### src/design/ltc_pkg.sv
// ----------------------------------------------------------------------------
// ltc_pkg
// Shared constants for the tile key cache: default sizes and port field widths.
// ----------------------------------------------------------------------------
package ltc_pkg;

    localparam int CACHE_SIZE    = 16;
    localparam int KEY_BITS      = 32;

    localparam int TILE_KEY_BITS = 32;
    localparam int SLOT_BITS     = 4;
    localparam int EVKEY_BITS    = 32;

endpackage

### src/design/ltc_req_if.sv
// ----------------------------------------------------------------------------
// ltc_req_if
// Request channel of the tile key cache: one tile key per transfer.
// ----------------------------------------------------------------------------
interface ltc_req_if;

    logic                               valid;
    logic                               ready;
    logic [ltc_pkg::TILE_KEY_BITS-1:0]  tile_key;

    modport source (output valid, output tile_key, input ready);
    modport sink   (input valid, input tile_key, output ready);

endinterface

### src/design/ltc_rsp_if.sv
// ----------------------------------------------------------------------------
// ltc_rsp_if
// Response channel of the tile key cache: hit flag, slot and eviction report.
// ----------------------------------------------------------------------------
interface ltc_rsp_if;

    logic                               valid;
    logic                               ready;
    logic                               hit;
    logic [ltc_pkg::SLOT_BITS-1:0]      slot;
    logic                               evicted;
    logic [ltc_pkg::EVKEY_BITS-1:0]     evicted_key;

    modport source (output valid, output hit, output slot, output evicted,
                    output evicted_key, input ready);
    modport sink   (input valid, input hit, input slot, input evicted,
                    input evicted_key, output ready);

endinterface

### src/design/ltc_ram.sv
// ----------------------------------------------------------------------------
// ltc_ram
// Synchronous RAM with one write port and one read port, registered read data.
// ----------------------------------------------------------------------------
module ltc_ram #(
    parameter int WIDTH = ltc_pkg::KEY_BITS,
    parameter int DEPTH = ltc_pkg::CACHE_SIZE
) (
    input  logic                     clk,
    input  logic                     we,
    input  logic [$clog2(DEPTH)-1:0] waddr,
    input  logic [WIDTH-1:0]         wdata,
    input  logic [$clog2(DEPTH)-1:0] raddr,
    output logic [WIDTH-1:0]         rdata
);

    logic [WIDTH-1:0] mem [DEPTH];

    always_ff @(posedge clk)
    begin
        if (we)
        begin
            mem[waddr] <= wdata;
        end
    end

    always_ff @(posedge clk)
    begin
        rdata <= mem[raddr];
    end

endmodule

### src/design/lru_tile_cache.sv
// ----------------------------------------------------------------------------
// lru_tile_cache
// Fully associative LRU tag store for tile keys. Keys and recency ranks live
// in two RAMs; each request is a scan pass followed by a rank update pass.
// ----------------------------------------------------------------------------
// a new request is accepted only in idle, once the previous result has moved to
// the output register; each request makes two sweeps over the single read port
// of each RAM, a scan and a rank update
// reset: valid bits and entry count clear at once, no clearing pass needed
module lru_tile_cache #(
    parameter int CACHE_SIZE = ltc_pkg::CACHE_SIZE,
    parameter int KEY_BITS   = ltc_pkg::KEY_BITS
) (
    input  logic     clk,
    input  logic     rst_n,
    ltc_req_if.sink  req,
    ltc_rsp_if.source rsp
);

    localparam int AW = $clog2(CACHE_SIZE);
    localparam logic [AW-1:0] LAST_IDX = AW'(CACHE_SIZE - 1);
    localparam logic [AW-1:0] FULL_CNT = AW'(CACHE_SIZE - 1);
    localparam logic [AW-1:0] OLD_RANK = AW'(CACHE_SIZE - 2);

    typedef enum logic [4:0] {
        ST_IDLE   = 5'b00001,
        ST_SCAN   = 5'b00010,
        ST_PLACE  = 5'b00100,
        ST_UPDATE = 5'b01000,
        ST_FINISH = 5'b10000
    } state_t;

    state_t state_reg, state_next;

    logic [AW-1:0]         idx_reg;
    logic                  issue_done_reg;
    logic                  rd_pend_reg, rd_pend_next;
    logic [AW-1:0]         rd_idx_reg;

    logic [KEY_BITS-1:0]   key_reg;
    logic                  hit_reg;
    logic [AW-1:0]         hit_idx_reg;
    logic [AW-1:0]         hit_rank_reg;
    logic                  free_found_reg;
    logic [AW-1:0]         free_idx_reg;
    logic                  evict_reg;
    logic [AW-1:0]         victim_idx_reg;
    logic [KEY_BITS-1:0]   victim_key_reg;
    logic [AW-1:0]         slot_reg;

    logic [CACHE_SIZE-1:0] valid_reg, valid_next;
    logic [AW-1:0]         count_reg;

    logic                  out_valid_reg, out_valid_next;
    logic                  out_hit_reg;
    logic [AW-1:0]         out_slot_reg;
    logic                  out_evicted_reg;
    logic [KEY_BITS-1:0]   out_evkey_reg;

    logic [KEY_BITS-1:0]   key_rd;
    logic [AW-1:0]         rank_rd;
    logic                  key_we;
    logic                  rank_we;
    logic [AW-1:0]         rank_wdata;

    logic                  accept;
    logic                  scan_data;
    logic                  upd_data;
    logic                  issue;
    logic                  finish_go;
    logic                  cur_valid;
    logic                  victim_here;

    ltc_ram #(.WIDTH(KEY_BITS), .DEPTH(CACHE_SIZE)) u_key_ram (
        .clk   (clk),
        .we    (key_we),
        .waddr (slot_reg),
        .wdata (key_reg),
        .raddr (idx_reg),
        .rdata (key_rd)
    );

    ltc_ram #(.WIDTH(AW), .DEPTH(CACHE_SIZE)) u_rank_ram (
        .clk   (clk),
        .we    (rank_we),
        .waddr (rd_idx_reg),
        .wdata (rank_wdata),
        .raddr (idx_reg),
        .rdata (rank_rd)
    );

    assign accept    = req.valid && req.ready;
    assign req.ready = (state_reg == ST_IDLE);
    assign issue     = (state_reg == ST_SCAN || state_reg == ST_UPDATE) && !issue_done_reg;
    assign scan_data = (state_reg == ST_SCAN) && rd_pend_reg;
    assign upd_data  = (state_reg == ST_UPDATE) && rd_pend_reg;
    assign finish_go = (state_reg == ST_FINISH) && (!out_valid_reg || rsp.ready);
    assign cur_valid = valid_reg[rd_idx_reg];
    assign victim_here = evict_reg && (rd_idx_reg == victim_idx_reg);
    assign key_we    = finish_go && !hit_reg;

    // rank update for the entry whose data just came back
    always_comb
    begin
        rank_we    = 1'b0;
        rank_wdata = '0;
        if (upd_data)
        begin
            if (rd_idx_reg == slot_reg)
            begin
                rank_we = 1'b1;
            end
            else if (cur_valid && !victim_here && (!hit_reg || rank_rd < hit_rank_reg))
            begin
                rank_we    = 1'b1;
                rank_wdata = AW'(rank_rd + 1'b1);
            end
        end
    end

    // valid bits after a miss: victim freed, new entry taken
    always_comb
    begin
        valid_next = valid_reg;
        if (finish_go && !hit_reg)
        begin
            if (evict_reg)
            begin
                valid_next[victim_idx_reg] = 1'b0;
            end
            valid_next[slot_reg] = 1'b1;
        end
    end

    always_comb
    begin
        state_next = state_reg;
        unique case (state_reg)
            ST_IDLE:
            begin
                if (accept)
                begin
                    state_next = ST_SCAN;
                end
            end
            ST_SCAN:
            begin
                if (rd_pend_reg && rd_idx_reg == LAST_IDX)
                begin
                    state_next = ST_PLACE;
                end
            end
            ST_PLACE:
            begin
                state_next = ST_UPDATE;
            end
            ST_UPDATE:
            begin
                if (rd_pend_reg && rd_idx_reg == LAST_IDX)
                begin
                    state_next = ST_FINISH;
                end
            end
            ST_FINISH:
            begin
                if (finish_go)
                begin
                    state_next = ST_IDLE;
                end
            end
            default:
            begin
                state_next = ST_IDLE;
            end
        endcase
    end

    assign rd_pend_next   = issue;
    assign out_valid_next = finish_go || (out_valid_reg && !rsp.ready);

    // control state
    always_ff @(posedge clk or negedge rst_n)
    begin
        if (!rst_n)
        begin
            state_reg      <= ST_IDLE;
            idx_reg        <= '0;
            issue_done_reg <= 1'b0;
            rd_pend_reg    <= 1'b0;
            hit_reg        <= 1'b0;
            free_found_reg <= 1'b0;
            evict_reg      <= 1'b0;
            valid_reg      <= '0;
            count_reg      <= '0;
            out_valid_reg  <= 1'b0;
        end
        else
        begin
            state_reg     <= state_next;
            rd_pend_reg   <= rd_pend_next;
            out_valid_reg <= out_valid_next;
            valid_reg     <= valid_next;

            if (issue)
            begin
                if (idx_reg == LAST_IDX)
                begin
                    issue_done_reg <= 1'b1;
                end
                else
                begin
                    idx_reg <= idx_reg + 1'b1;
                end
            end

            if (accept)
            begin
                idx_reg        <= '0;
                issue_done_reg <= 1'b0;
                hit_reg        <= 1'b0;
                free_found_reg <= 1'b0;
                evict_reg      <= 1'b0;
            end

            if (scan_data)
            begin
                if (cur_valid && key_rd == key_reg && !hit_reg)
                begin
                    hit_reg <= 1'b1;
                end
                if (!cur_valid && !free_found_reg)
                begin
                    free_found_reg <= 1'b1;
                end
                if (cur_valid && count_reg == FULL_CNT && rank_rd == OLD_RANK)
                begin
                    evict_reg <= 1'b1;
                end
            end

            if (state_reg == ST_PLACE)
            begin
                idx_reg        <= '0;
                issue_done_reg <= 1'b0;
                evict_reg      <= evict_reg && !hit_reg;
            end

            if (finish_go && !hit_reg && !evict_reg)
            begin
                count_reg <= count_reg + 1'b1;
            end
        end
    end

    // payload
    always_ff @(posedge clk)
    begin
        if (issue)
        begin
            rd_idx_reg <= idx_reg;
        end
        if (accept)
        begin
            key_reg <= KEY_BITS'(req.tile_key);
        end
        if (scan_data)
        begin
            if (cur_valid && key_rd == key_reg && !hit_reg)
            begin
                hit_idx_reg  <= rd_idx_reg;
                hit_rank_reg <= rank_rd;
            end
            if (!cur_valid && !free_found_reg)
            begin
                free_idx_reg <= rd_idx_reg;
            end
            if (cur_valid && count_reg == FULL_CNT && rank_rd == OLD_RANK)
            begin
                victim_idx_reg <= rd_idx_reg;
                victim_key_reg <= key_rd;
            end
        end
        if (state_reg == ST_PLACE)
        begin
            if (hit_reg)
            begin
                slot_reg <= hit_idx_reg;
            end
            else if (evict_reg && victim_idx_reg < free_idx_reg)
            begin
                slot_reg <= victim_idx_reg;
            end
            else
            begin
                slot_reg <= free_idx_reg;
            end
        end
        if (finish_go)
        begin
            out_hit_reg     <= hit_reg;
            out_slot_reg    <= slot_reg;
            out_evicted_reg <= evict_reg;
            out_evkey_reg   <= evict_reg ? victim_key_reg : '0;
        end
    end

    assign rsp.valid       = out_valid_reg;
    assign rsp.hit         = out_hit_reg;
    assign rsp.slot        = ltc_pkg::SLOT_BITS'(out_slot_reg);
    assign rsp.evicted     = out_evicted_reg;
    assign rsp.evicted_key = ltc_pkg::EVKEY_BITS'(out_evkey_reg);

`ifndef ASSERT_OFF
    a_count_matches_valid: assert property (@(posedge clk) disable iff (!rst_n)
        (state_reg == ST_IDLE) |-> ($countones(valid_reg) == int'(count_reg)))
        else $error("entry count differs from number of valid entries");

    a_slot_free_on_miss: assert property (@(posedge clk) disable iff (!rst_n)
        (state_reg == ST_UPDATE && !hit_reg) |->
            (!valid_reg[slot_reg] || (evict_reg && slot_reg == victim_idx_reg)))
        else $error("miss placed into an occupied entry");

    a_victim_found: assert property (@(posedge clk) disable iff (!rst_n)
        (state_reg == ST_PLACE && !hit_reg && count_reg == FULL_CNT) |-> evict_reg)
        else $error("full store without an eviction candidate");

    a_finish_to_idle: assert property (@(posedge clk) disable iff (!rst_n)
        finish_go |=> (out_valid_reg && state_reg == ST_IDLE))
        else $error("result not presented after finish");
`endif

endmodule

### src/flat_wrapper.sv
// flat-port wrapper written by rule: the top's interface ports become plain ports
module lru_tile_cache_flat 
#(
    parameter int CACHE_SIZE = ltc_pkg::CACHE_SIZE,
    parameter int KEY_BITS   = ltc_pkg::KEY_BITS
)
  (clk, rst_n, req_valid, req_tile_key, req_ready, rsp_valid, rsp_hit, rsp_slot, rsp_evicted, rsp_evicted_key, rsp_ready);
  ltc_req_if req_i ();
  ltc_rsp_if rsp_i ();
  input  logic clk;
  input  logic rst_n;
  input wire logic [$bits(req_i.valid)-1:0] req_valid;
  input wire logic [$bits(req_i.tile_key)-1:0] req_tile_key;
  output wire logic [$bits(req_i.ready)-1:0] req_ready;
  output wire logic [$bits(rsp_i.valid)-1:0] rsp_valid;
  output wire logic [$bits(rsp_i.hit)-1:0] rsp_hit;
  output wire logic [$bits(rsp_i.slot)-1:0] rsp_slot;
  output wire logic [$bits(rsp_i.evicted)-1:0] rsp_evicted;
  output wire logic [$bits(rsp_i.evicted_key)-1:0] rsp_evicted_key;
  input wire logic [$bits(rsp_i.ready)-1:0] rsp_ready;
  assign req_i.valid = req_valid;
  assign req_i.tile_key = req_tile_key;
  assign req_ready = req_i.ready;
  assign rsp_valid = rsp_i.valid;
  assign rsp_hit = rsp_i.hit;
  assign rsp_slot = rsp_i.slot;
  assign rsp_evicted = rsp_i.evicted;
  assign rsp_evicted_key = rsp_i.evicted_key;
  assign rsp_i.ready = rsp_ready;
  lru_tile_cache #(.CACHE_SIZE(CACHE_SIZE), .KEY_BITS(KEY_BITS)) u_core (.clk(clk), .rst_n(rst_n), .req(req_i), .rsp(rsp_i));
endmodule
### config.mk
export PLATFORM = sky130hd
export DESIGN_NAME = lru_tile_cache_flat
export DESIGN_NICKNAME = d
export VERILOG_FILES = /design/src/design/ltc_pkg.sv /design/src/design/ltc_req_if.sv /design/src/design/ltc_rsp_if.sv /design/src/design/ltc_ram.sv /design/src/design/lru_tile_cache.sv /design/src/flat_wrapper.sv
export SDC_FILE = /design/constraint.sdc
export NUM_CORES = 1
export LEC_CHECK = 0
export ABC_AREA = 1
export BUFFER_PORTS_ARGS = -buffer_cell sky130_fd_sc_hd__buf_4
export CAP_MARGIN = 20
export CORE_UTILIZATION = 40
export DETAILED_ROUTE_END_ITERATION = 8
export GPL_ROUTABILITY_DRIVEN = 0
export GPL_TIMING_DRIVEN = 0
export REMOVE_ABC_BUFFERS = 1
export SLEW_MARGIN = 20
export SYNTH_ARGS = -nofsm -noshare
export SYNTH_HDL_FRONTEND = slang
export SYNTH_SLANG_ARGS = --single-unit
### constraint.sdc
create_clock -name clk -period 9.2 [get_ports clk]
set_clock_uncertainty 0.15 [all_clocks]
set_input_delay 1.38 -clock clk [delete_from_list [all_inputs] [get_ports clk]]
set_output_delay 1.38 -clock clk [all_outputs]
set_load 0.02 [all_outputs]
Word-level counts from Yosys, hierarchy flattened
Memories as Yosys holds them, arrays and structs flattened. A register that Yosys moved wholly into a read port is not among the register bits.
Index checks and enable logic that the tools add are counted.
W data, S select, Z words.
{ "word_totals": {"output_inout_bits": 40, "register_bits": 161, "inputBits": 36, "memories": 2, "mem_bits_rw": 576, "wordCells": 138} }
{ "mem_list": {"columns": ["memory", "depth", "word_bits", "read_ports", "rd_ports_with_merged_regs", "wr", "line", "text"], "rows": [
  ["u_core.u_key_ram.mem", 16, 32, 1, 1, 1, "ltc_ram.sv:17", "logic [WIDTH-1:0] mem [DEPTH];"],
  ["u_core.u_rank_ram.mem", 16, 4, 1, 1, 1, "ltc_ram.sv:17", null]
]} }
{ "classes": {"n_lt_le_gt_ge": 7, "n_eq_ne": 17, "n_bitwise": 3, "n_addsub": 3, "mux": 43, "n_reduce_logical": 41} }
{ "op_table": {"columns": ["op", "n"], "rows": [
  ["$mux W4", 9],
  ["$eq A32 B32 Y1", 1],
  ["$mux W16", 2],
  ["$pmux W5 S5", 1],
  ["$mux W1", 24],
  ["$logic_and A1 B1 Y1", 21],
  ["$mux W5", 4],
  ["$and A16 B16 Y16", 1],
  ["$eq A4 B4 Y1 const B", 4],
  ["$not A16 Y16", 1],
  ["$or A16 B16 Y16", 1],
  ["$lt A4 B5 Y1 const B", 3],
  ["$add A4 B1 Y4 const B", 3],
  ["$reduce_and A2 Y1", 5],
  ["$demux W1 S4", 2],
  ["$eq A4 B4 Y1", 2],
  ["$ge A4 B1 Y1 const B", 2],
  ["$logic_not A1 Y1", 8],
  ["$lt A4 B4 Y1", 2],
  ["$ne A2 B2 Y1 const B", 3],
  ["$reduce_bool A3 Y1", 2],
  ["$eq A5 B1 Y1 const B", 1],
  ["$eq A5 B2 Y1 const B", 1],
  ["$eq A5 B3 Y1 const B", 1],
  ["7 further kinds", 10]
]} }

Longest topological paths before layout
Gate-level depths: netlist (run 1).
{ "depth": {"word_depth": 10, "ltp_mapped": 13, "ltp_nobuf": 11} }

By module
From an unflattened synthesis (run 1), not the netlist that was laid out.
{ "hier_totals": {"cells_unflattened": 3146, "area_unflattened_um2": 32979.1} }
{ "modules_own_cells": {"columns": ["mod", "cells_per_inst", "area_per_inst_um2", "seq_area_each_um2", "n_inst"], "rows": [
  ["ltc_ram at u_core.u_key_ram", 2120, 22730.6, 16015.4, 1],
  ["lru_tile_cache", 736, 7282.0, 4660.7, 1],
  ["ltc_ram at u_core.u_rank_ram", 290, 2966.6, 2001.9, 1]
]} }

Worst setup path before layout (run 1)
Ideal clock, no wire load.
{ "synth_timing": {"kind": "in2reg", "start": "input rsp_ready", "end": "memory u_core.u_key_ram.mem[12][0] (netlist name) (enable)", "path_slack_ps": 5281, "arrival_time_ps": 3348, "cell_stages": 4, "setup_ps": 421, "t_required_ps": 8629, "n_path_buf": 0, "path_cell_list": "nor2_1 -> nor3_4 -> nand3_1 -> nor2_1"} }
{ "synth_via": {"elab_chain_len": 5} }
{ "synth_rtl": {"columns": ["item", "line", "text"], "rows": [
  ["from (decl)", "flat_wrapper.sv:20", "input wire logic [$bits(rsp_i.ready)-1:0] rsp_ready;"],
  ["$logic_or A1 B1 Y1", "lru_tile_cache.sv:97", "assign finish_go = (state_reg == ST_FINISH) && (!out_valid_reg || rsp.ready);"],
  ["$logic_and A1 B1 Y1", "lru_tile_cache.sv:97", null],
  ["$logic_and A1 B1 Y1", "lru_tile_cache.sv:100", "assign key_we = finish_go && !hit_reg;"],
  ["$mux W1", "ltc_ram.sv:21", "if (we)"],
  ["$mux W1 (not written as such)", "ltc_ram.sv:23", "mem[waddr] <= wdata;"],
  ["to (decl)", "ltc_ram.sv:17", null]
]} }
Every way passes these cells.

Worst setup path in the final report (run 1)
{ "layout_timing": {"start": "input rsp_ready", "end": "memory u_core.u_key_ram.mem[15][18] (netlist name) (enable)"} }
Same word-level chain as after synthesis.

==> results.json, run 1 <==
{
  "grt_pass1_wl_um": 115000,
  "ys_seq_elements": 773,
  "top_register": "u_core.u_key_ram.mem",
  "post_cts_resized": 0,
  "netlist.area_leader.share_pct": 69.1,
  "antenna_found_initial": 0,
  "required_ps": 9380,
  "r2r_end": "u_core.victim_key_reg[21]$_DFFE_PP_",
  "num_vias": 19300,
  "first_pass_iters": 5,
  "drt_wl_total_um": 76500,
  "slew_headroom_pct": 28.9,
  "tns_ps": 0,
  "grt_overflow": 0,
  "synth_top_area_cell": "edfxtp_1",
  "hold_buffers": 0,
  "start_kind": "input port",
  "drt_first_iter_violations": 2207,
  "dp_slack_ps": 5300,
  "final_cells": 3550,
  "hold_depth": 0,
  "worstPathCellList": "buf_4 > nor2_1 > nor3_4 > nand3_1 > nor2_4 > buf_16",
  "min_to": "u_core.victim_key_reg[24]$_DFFE_PP_",
  "wl_per_cell_um": 21.6,
  "cpLargestDelayFamily": "simple AND/OR/NAND/NOR gates",
  "syn_area_per_cell_um2": 12.5,
  "cts-root-buf": "clkbuf_16",
  "p_leak_nw": 12.5,
  "max_freq_ghz": 0.307,
  "floorplan.core_area_mm2": 0.0749,
  "dp.cells": 3406,
  "yosysSeqAreaShare_pct": 74.3,
  "crit_type": "input port to flop",
  "ys_warn_count": 0,
  "min_period_ps": 3260,
  "grt_max_degree": 131,
  "synthToLayoutAreaGrowth_pct": 16.8,
  "avgViaCountPerCell": 5.43,
  "post_cts_buffers": 0,
  "ff_latch_area_mm2": 0.0227,
  "die_w_um": 278,
  "reg_top3": "u_core.u_key_ram.mem x512, u_core.u_rank_ram.mem x64",
  "synth_edf_count": 702,
  "htree_levels": 3,
  "synth_ff_type": "edfxtp_1",
  "multiInputGateArea_mm2": 0.00691,
  "end_kind": "flop",
  "fin_util_pct": 47.5,
  "hold_violations": 0,
  "critical-path-max-stage-delay_ps": 720,
  "synth_cell_type_count": 40,
  "num_io_pins": 76,
  "cp_slowest_cell": "nor2_4",
  "worst_slew_pin_slew_ps": 1060,
  "netlist_area_mm2": 0.0305,
  "cp_num_buf_inv": 2,
  "maxCapViolCount": 0,
  "cts_tree": "built",
  "r2r-start": "u_core.rd_idx_reg[0]$_DFFE_PP_",
  "synthTopCellsByArea": "edfxtp_1 (69%), nor2_1 (6.3%), o21ai_0 (4.6%)",
  "drcViolationCount": 0,
  "worst-r2r-cell-count": 11,
  "port_buffers": 75,
  "grtUsageTotal_pct": 19.8,
  "cts.clk_slew.worst_paths_ps": 60,
  "place_hpwl_um": 47200,
  "largest_reg_flops": 512,
  "finalMaxSlewViolations": 0,
  "nFillCells": 6368,
  "cts.path.max_buffers": 3,
  "cts_buffers": 79,
  "reg2reg_slack_ps": 6010,
  "fin_ws_ps": 5940,
  "drtAntennaViolNets": 0,
  "nNetsFinal": 2564,
  "numClockSinks": 773,
  "start_util_pct": 40.7,
  "grt_pass1_vias": 18700,
  "syn-instance-count": 2438,
  "async_flop_share_pct": 4.53,
  "die-height_um": 278,
  "insertion_delay_ps": 630,
  "crit_path_max_fanout": 13,
  "run_status": "finished, final reports clean",
  "drive_gt1_share_pct": 11.4,
  "worstPathArrival_ps": 3440,
  "hold_start": "u_core.u_key_ram.rdata[24]$_DFF_P_",
  "diodes": 0,
  "rsz0062_at_grt": "no",
  "finalCritPeriodShare_pct": 35.4,
  "ir_drop_mv": 0.158,
  "power_density_mw_per_mm2": 271,
  "row_count": 100,
  "min_path_type": "flop to flop",
  "setup_viol": 0,
  "design.die.area_mm2": 0.0774
}
[power breakdown]
group | switching, mW | internal [mW] | total, mW
logic | 1.34 | 0.693 | 2.03
clock network | 1.30 | 1.83 | 3.13
registers | 0.333 | 4.16 | 4.49
[worst max path at each step]
stage,from,end,slack [ps],cells past startpoint
after global routing,rsp_ready,u_core.u_key_ram.mem[15][31]$_DFFE_PP_,5820,6
after floorplan,u_core.idx_reg[0]$_DFFE_PN0P_,u_core.u_key_ram.rdata[30]$_DFF_P_,80,5
after global placement,u_core.idx_reg[0]$_DFFE_PN0P_,u_core.u_rank_ram.rdata[0]$_DFF_P_,-9530,5
after CTS,rsp_ready,u_core.u_key_ram.mem[15][31]$_DFFE_PP_,5960,6
after detailed placement,rsp_ready,u_core.u_key_ram.mem[15][18]$_DFFE_PP_,5300,6
final,rsp_ready,u_core.u_key_ram.mem[15][18]$_DFFE_PP_,5940,6
[synthesized netlist by cell type (all sizes together) (25+ instances only)]
master,count
dfrtp,34
o21ai,285
o32ai,72
nand2,287
o211ai,73
clkbuf,83
dfxtp,36
inv,128
buf,44
nor2,514
a21oi,25
nand3,84
edfxtp,702
[routing by layer]
| layer | wire length (um) | global-route usage, % | up-vias |
|---|---|---|---|
| li1 | - | - | 8864 |
| met1 | 33600 | 27.9 | 9591 |
| met2 | 36100 | 31.8 | 700 |
| met3 | 5060 | 2.93 | 119 |
| met4 | 1780 | 5.57 | 0 |
| met5 | 0 | 0 | - |
[final cells by class]
cell class	count	share of cell area, %
Clock buffer	111	6.23
Clock inverter	33	0.864
Inverter	129	1.40
Multi-Input combinational cell	1409	19.4
Sequential cell	773	63.7
Tap cell	969	3.40
Timing Repair Buffer	126	5.04
[stage by stage]
step	total power [mW]	hold slack, ps	cell area [um2]
finish	9.66	300	35600
global route	10.1	308	35600
CTS	9.72	300	35600
detailed placement	6.59	282	33100
global placement	6.58	276	31700
floorplan	5.82	258	29900
[cell usage in the layout, fill, tap and decap left out, types with 6 or more instances in the layout]
cell	Yosys	routed
edfxtp_1	702	702
nor2_1	513	493
nand2_1	286	286
o21ai_0	281	281
inv_1	125	122
nand3_1	82	82
clkbuf_16	0	82
buf_4	16	76
o211ai_1	73	73
o32ai_1	72	72
dfxtp_1	36	36
buf_16	0	30
dfrtp_1	34	30
clkbuf_1	81	23
buf_12	0	20
nor2_4	0	19
nand4_1	15	15
a21oi_1	15	15
clkinv_1	1	12
xnor2_1	11	11
clkinv_2	0	11
or2_2	11	11
a21oi_2	10	10
ha_1	10	10
nor3_1	8	7
clkbuf_8	0	6
[worst register-to-register path, delay by kind of cell (launching register included)]
| kind | cells | cell delay, ps |
|---|---|---|
| buffers and inverters | 3 | 670 |
| AND/OR/NAND/NOR | 8 | 1290 |
| flip-flops | 1 | 810 |
[cells by family (layout without fill, tap and decap cells)]
| kind of cell | count (synthesis) | in the layout | share of synthesized area (%) |
|---|---|---|---|
| fa+ha+maj | 10 | 10 | 0.410 |
| flops | 773 | 773 | 74.3 |
| compound gates | 458 | 458 | 9.14 |
| buf+inv | 256 | 399 | 3.50 |
| simple gates | 925 | 925 | 12.1 |
| xor+xnor | 15 | 15 | 0.431 |
| mux | 1 | 1 | 0.0369 |
Power figures use the tool's default switching activity.
==> inputs of run 2 (changes only) <==
--- a/config.mk
+++ b/config.mk
@@ -5,7 +5,7 @@
 export SDC_FILE = /design/constraint.sdc
 export NUM_CORES = 1
 export LEC_CHECK = 0
-export ABC_AREA = 1
+export ABC_AREA = 0
 export BUFFER_PORTS_ARGS = -buffer_cell sky130_fd_sc_hd__buf_4
 export CAP_MARGIN = 20
 export CORE_UTILIZATION = 40
==> constraint.sdc (replaced) <==
create_clock -name clk -period 2.87 [get_ports clk]
set_clock_uncertainty 0.15 [all_clocks]
set_input_delay 0.4305 -clock clk [delete_from_list [all_inputs] [get_ports clk]]
set_output_delay 0.4305 -clock clk [all_outputs]
set_load 0.02 [all_outputs]
==> results.json, run 2 <==
{
  "antenna_found_initial": 1,
  "cts-root-buf": "clkbuf_16",
  "end_kind": "flop",
  "ir_drop_mv": 0.749,
  "cp_slowest_cell": "edfxtp_1",
  "grt_pass1_wl_um": 95800,
  "synth_cell_type_count": 61,
  "final_cells": 2586,
  "finalCritPeriodShare_pct": 96.6,
  "cts_buffers": 80,
  "port_buffers": 75,
  "worstPathCellList": "xor2_1 > nor4_2 > nand4_1 > nor4_4 > buf_4",
  "synthTopCellsByArea": "edfxtp_1 (72%), mux4_2 (14%), dfrtp_1 (2.9%)",
  "grt_max_degree": 44,
  "numClockSinks": 773,
  "power_mw": 28.6,
  "first_pass_iters": 5,
  "cts.path.max_buffers": 3,
  "synth_top_family_by_area": "multiplexers",
  "reg_top3": "u_core.u_key_ram.mem x512, u_core.u_rank_ram.mem x64",
  "insertion_delay_ps": 630,
  "design.die.area_mm2": 0.0744,
  "start_util_pct": 40.7,
  "syn-instance-count": 1335,
  "synth_mux_area_share_pct": 14.3,
  "setup_viol": 0,
  "crit_type": "flop to flop",
  "htree_levels": 3,
  "start_kind": "flop",
  "worstPathArrival_ps": 2950,
  "finalMaxSlewViolations": 0,
  "ys_seq_elements": 773,
  "async_flop_share_pct": 4.53,
  "row_count": 98,
  "netlist.area_leader.share_pct": 71.9,
  "synth_ff_type": "edfxtp_1",
  "largest_reg_flops": 512,
  "worst-r2r-cell-count": 5,
  "wl_per_cell_um": 25.3,
  "num_vias": 14100,
  "fin_ws_ps": 98.8,
  "synth.most_common_cell": "edfxtp_1",
  "netlist_area_mm2": 0.0293,
  "syn_area_per_cell_um2": 22.0,
  "die-height_um": 273,
  "top_register": "u_core.u_key_ram.mem",
  "nNetsFinal": 1616,
  "cts_tree": "built",
  "slew_headroom_pct": 39.1,
  "synth_edf_count": 702,
  "yosys.area_share.simple_pct": 3.42,
  "grt_overflow": 0,
  "drtAntennaViolNets": 0,
  "layout.cells.most_common_list": "edfxtp_1 (702), mux4_2 (180), buf_4 (121)",
  "tns_ps": 0,
  "max_freq_ghz": 0.361,
  "synthToLayoutAreaGrowth_pct": 21.8,
  "die_w_um": 273,
  "yosysSeqAreaShare_pct": 77.3,
  "ys_top_cells_by_count": "edfxtp_1 (702), mux4_2 (180), xor2_1 (38), dfxtp_1 (36)",
  "min_period_ps": 2770,
  "r2r-start": "u_core.key_reg[0]$_DFFE_PP_",
  "synth_compound_area_share_pct": 1.72,
  "grt_pass1_vias": 14400,
  "maxCapViolCount": 0,
  "place_hpwl_um": 39200,
  "drive_gt1_share_pct": 33.6,
  "power_density_mw_per_mm2": 802,
  "drt_first_iter_violations": 1299,
  "p_leak_nw": 11.4,
  "dp.cells": 2358,
  "drt_wl_total_um": 65300,
  "floorplan.core_area_mm2": 0.0720,
  "avgViaCountPerCell": 5.44,
  "critical-path-max-stage-delay_ps": 610,
  "hold_violations": 0,
  "r2r_end": "u_core.hit_rank_reg[0]$_DFFE_PP_",
  "crit_path_max_fanout": 17,
  "synth_xor_area_share_pct": 1.46,
  "cts.clk_slew.worst_paths_ps": 60,
  "synthAdderAreaFrac_pct": 0.427,
  "final_common_cell": "edfxtp_1",
  "ys_warn_count": 0,
  "worst_slew_pin_slew_ps": 907,
  "num_io_pins": 76,
  "reg2reg_slack_ps": 100,
  "min_path_type": "input port to async pin",
  "run_status": "finished, final reports clean",
  "synth_top_area_cell": "edfxtp_1",
  "required_ps": 3040,
  "dp_slack_ps": -823,
  "holdWs_ps": 177,
  "grtUsageTotal_pct": 17.8,
  "drcViolationCount": 0
}
==> run 2: changes by cell type in the layout (fill, tap and decap cells not counted), moves of 12 or more <==
cell | previous run | this run
o211ai_1 | 73 | 4
inv_1 | 122 | 11
dlygate4sd3_1 | 0 | 35
o21ai_0 | 281 | 26
nand2b_1 | 0 | 12
xor2_1 | 4 | 38
nor2_1 | 493 | 10
buf_4 | 76 | 121
mux4_2 | 0 | 180
nand2_1 | 286 | 30
o32ai_1 | 72 | 0
nand3_1 | 82 | 7
and2_1 | 0 | 34
==> run 2: critical path: cells and delay by family (launching register included) <==
family                    cells  cell delay [ps]
buffers and inverters         1              200
xor gates and xnor gates      1              280
and+or+nand+nor               3             1230
DFF                           1              610
==> run 2: timing repair <==
| action | CTS | global route |
|---|---|---|
| hold buffers | 35 | 0 |
| pin swaps | 14 | 0 |
| resized for setup | 16 | 8 |
| endpoints found under the hold margin | 70 | 0 |
| buffers inserted | 37 | 8 |
| cloned | 0 | 0 |
| endpoints found under the setup margin | 528 | 117 |
==> run 2: stage by stage <==
step                util, %  area, um2
floorplan                 -      29000
global placement       42.7      30700
detailed placement     44.5      32100
CTS                    49.5      35600
global route           49.6      35700
finish                 49.6      35700
==> run 2: cells by family (layout without fill, tap and decap cells) <==
logic type | count (synthesis) | count (layout)
XOR/XNOR | 48 | 48
AO/OA/AOI/OAI | 78 | 78
adder cells (fa/ha/maj) | 10 | 10
buffers and inverters | 74 | 374
flip-flops | 773 | 773
other | 0 | 1
multiplexers | 186 | 186
AND/OR/NAND/NOR | 166 | 166
==> run 2: worst max-delay path by stage <==
stage,start,cells after the start,slack (ps),endpoint
6_report,u_core.key_reg[0]$_DFFE_PP_,5,100,u_core.hit_rank_reg[0]$_DFFE_PP_
5_1_grt,u_core.state_reg[3]$_DFFE_PN0P_,6,-6,u_core.u_rank_ram.mem[9][1]$_DFFE_PP_
4_1_cts,u_core.hit_reg$_DFF_PN0_,6,6,u_core.u_key_ram.mem[0][15]$_DFFE_PP_
3_5_place_dp,u_core.key_reg[10]$_DFFE_PP_,4,-820,u_core.hit_rank_reg[0]$_DFFE_PP_
3_3_place_gp,u_core.idx_reg[0]$_DFFE_PN0P_,2,-7060,u_core.u_key_ram.rdata[10]$_DFF_P_
2_1_floorplan,u_core.idx_reg[0]$_DFFE_PN0P_,2,-4130,u_core.u_key_ram.rdata[0]$_DFF_P_
==> run 2: per-layer routing <==
layer / GRT usage (%) / up-vias / wire length, um
met5: 0 / - / 0
met4: 4.55 / 0 / 1340
li1: - / 5982 / -
met3: 3.15 / 96 / 3340
met2: 27.7 / 432 / 31100
met1: 26.0 / 7560 / 29500
==> run 2: power by group <==
part / switching [mW] / total, mW / internal [mW]
Sequential: 0.855 / 14.0 / 13.1
Combinational: 1.78 / 3.86 / 2.08
Clock: 4.31 / 10.8 / 6.48
Total: 6.95 / 28.6 / 21.7
==> run 2: final cells by class <==
| type | instances | area [um2] |
|---|---|---|
| fillers | 5651 | 36300 |
| flip-flops and latches | 773 | 22700 |
| multi-input cells | 488 | 6500 |
| repair buffers | 214 | 2500 |
| clock buffers | 110 | 2240 |
| well taps | 950 | 1190 |
| clock inverters | 37 | 532 |
| inverters | 13 | 55.1 |
| diodes | 1 | 2.50 |
==> inputs of run 3 (changes only) <==
--- a/config.mk
+++ b/config.mk
@@ -5,7 +5,7 @@
 export SDC_FILE = /design/constraint.sdc
 export NUM_CORES = 1
 export LEC_CHECK = 0
-export ABC_AREA = 0
+export ABC_AREA = 1
 export BUFFER_PORTS_ARGS = -buffer_cell sky130_fd_sc_hd__buf_4
 export CAP_MARGIN = 20
 export CORE_UTILIZATION = 40
==> results.json, run 3 (synthesis results as in run 1) <==
{
  "row_count": 100,
  "critical-path-max-stage-delay_ps": 440,
  "power_density_mw_per_mm2": 854,
  "die_w_um": 278,
  "wirelength_met1_um": 33400,
  "antenna_found_initial": 1,
  "start_util_pct": 40.7,
  "cp_num_buf_inv": 2,
  "grt_pass1_vias": 19000,
  "layout.cells.most_common_list": "edfxtp_1 (702), nor2_1 (489), nand2_1 (286)",
  "p_leak_nw": 12.8,
  "cpMostUsedCell": "buf_12",
  "slew_headroom_pct": 42.3,
  "num_vias": 19700,
  "met3WireLength_um": 5950,
  "num_io_pins": 76,
  "wl_per_cell_um": 21.6,
  "fin_ws_ps": 111,
  "cts_buffers": 79,
  "htree_levels": 3,
  "design.die.area_mm2": 0.0774,
  "start_kind": "flop",
  "drtAntennaViolNets": 0,
  "grt_overflow": 0,
  "min_path_type": "input port to async pin",
  "cts.clk_slew.worst_paths_ps": 60,
  "largest_reg_flops": 512,
  "maxCapViolCount": 0,
  "reg_top3": "u_core.u_key_ram.mem x512, u_core.u_rank_ram.mem x64",
  "power_mw": 31.1,
  "cts_tree": "built",
  "reg2reg_slack_ps": 110,
  "worst_slew_pin_slew_ps": 857,
  "cts-root-buf": "clkbuf_16",
  "rsz0062_at_grt": "yes",
  "top_layer": "met4",
  "floorplan.core_area_mm2": 0.0749,
  "crit_type": "flop to flop",
  "required_ps": 3040,
  "setup_viol": 0,
  "drt_wl_total_um": 78000,
  "cpLargestDelayFamily": "simple AND/OR/NAND/NOR gates",
  "first_pass_iters": 5,
  "cts.path.max_buffers": 3,
  "finalMaxSlewViolations": 0,
  "place_hpwl_um": 47200,
  "worstPathArrival_ps": 2930,
  "route.met2.wl_um": 36300,
  "top_register": "u_core.u_key_ram.mem",
  "crit_path_max_fanout": 17,
  "final_common_cell": "edfxtp_1",
  "avgViaCountPerCell": 5.44,
  "holdWs_ps": 182,
  "worstPathCellList": "nor2_1 > nand3_2 > nor3_4 > nand2_1 > nor2_4 > buf_12 > buf_12",
  "grtUsageTotal_pct": 20.1,
  "tns_ps": 0,
  "drcViolationCount": 0,
  "drt_first_iter_violations": 2189,
  "end_kind": "flop",
  "die-height_um": 278,
  "grt_pass1_wl_um": 116000,
  "nNetsFinal": 2628,
  "drive_gt1_share_pct": 12.4,
  "min_period_ps": 2760,
  "synthToLayoutAreaGrowth_pct": 19.4,
  "numClockSinks": 773,
  "ir_drop_mv": 0.508,
  "dp_slack_ps": -273,
  "cp_slowest_cell": "nand2_1",
  "max_freq_ghz": 0.362,
  "hold_violations": 0,
  "nFillCells": 6293,
  "grt_max_degree": 131,
  "insertion_delay_ps": 630,
  "finalCritPeriodShare_pct": 96.1,
  "port_buffers": 75,
  "run_status": "finished, final reports clean"
}
## run 3: final timing paths
check | end | from | cells after the start
min in group clk | u_core.victim_key_reg[14]$_DFFE_PP_ | u_core.u_key_ram.rdata[14]$_DFF_P_ | 0
worst max register to register | u_core.u_key_ram.mem[4][8]$_DFFE_PP_ | u_core.state_reg[1]$_DFFE_PN0P_ | 7
worst min-delay path | u_core.rsp.valid$_DFF_PN0_ | rst_n | 2
worst max-delay path | u_core.u_key_ram.mem[4][8]$_DFFE_PP_ | u_core.state_reg[1]$_DFFE_PN0P_ | 7
max in group asynchronous | u_core.idx_reg[2]$_DFFE_PN0P_ | rst_n | 2
worst min register to register | u_core.victim_key_reg[14]$_DFFE_PP_ | u_core.u_key_ram.rdata[14]$_DFF_P_ | 0
## run 3: timing repair
action	CTS	global route
setup endpoints to repair	376	30
hold buffers	35	0
endpoints found under the hold margin	69	0
pin swaps	7	1
setup buffers	26	3
resized for setup	5	1
## run 3: cell type report
class | count | area, um2 | area share, %
multi-input cells | 1409 | 6930 | 19.0
diodes | 1 | 2.50 | 0.00687
clock inverters | 33 | 308 | 0.845
clock buffers | 111 | 2220 | 6.10
well taps | 969 | 1210 | 3.33
inverters | 129 | 498 | 1.37
flip-flops and latches | 773 | 22700 | 62.3
repair buffers | 190 | 2560 | 7.04
## run 3: report_power, final
part,switching (mW),internal (mW),total (mW)
Clock,4.19,5.86,10.0
Sequential,1.06,13.3,14.4
Combinational,4.38,2.29,6.66
## run 3: metal layers
layer	track usage [%]	up-vias
met2	31.8	775
li1	-	9002
met1	27.7	9735
met5	0	-
met4	6.94	0
met3	3.82	142
## run 3: through the flow
step           utilization, %  instance area [um2]  cells
6_report                 48.6                36400   3615
5_1_grt                  48.6                36400   3614
4_1_cts                  48.6                36400   3611
3_5_place_dp             44.2                33100   3406
3_3_place_gp             42.3                31700   3355
2_1_floorplan               -                29900   2311
## run 3: worst register-to-register path: stages, from the launching register on
cell and delay [ps]:
dfrtp_1 390, nor2_1 220, nand3_2 200, nor3_4 360
nand2_1 440, nor2_4 260, buf_12 210, buf_12 230
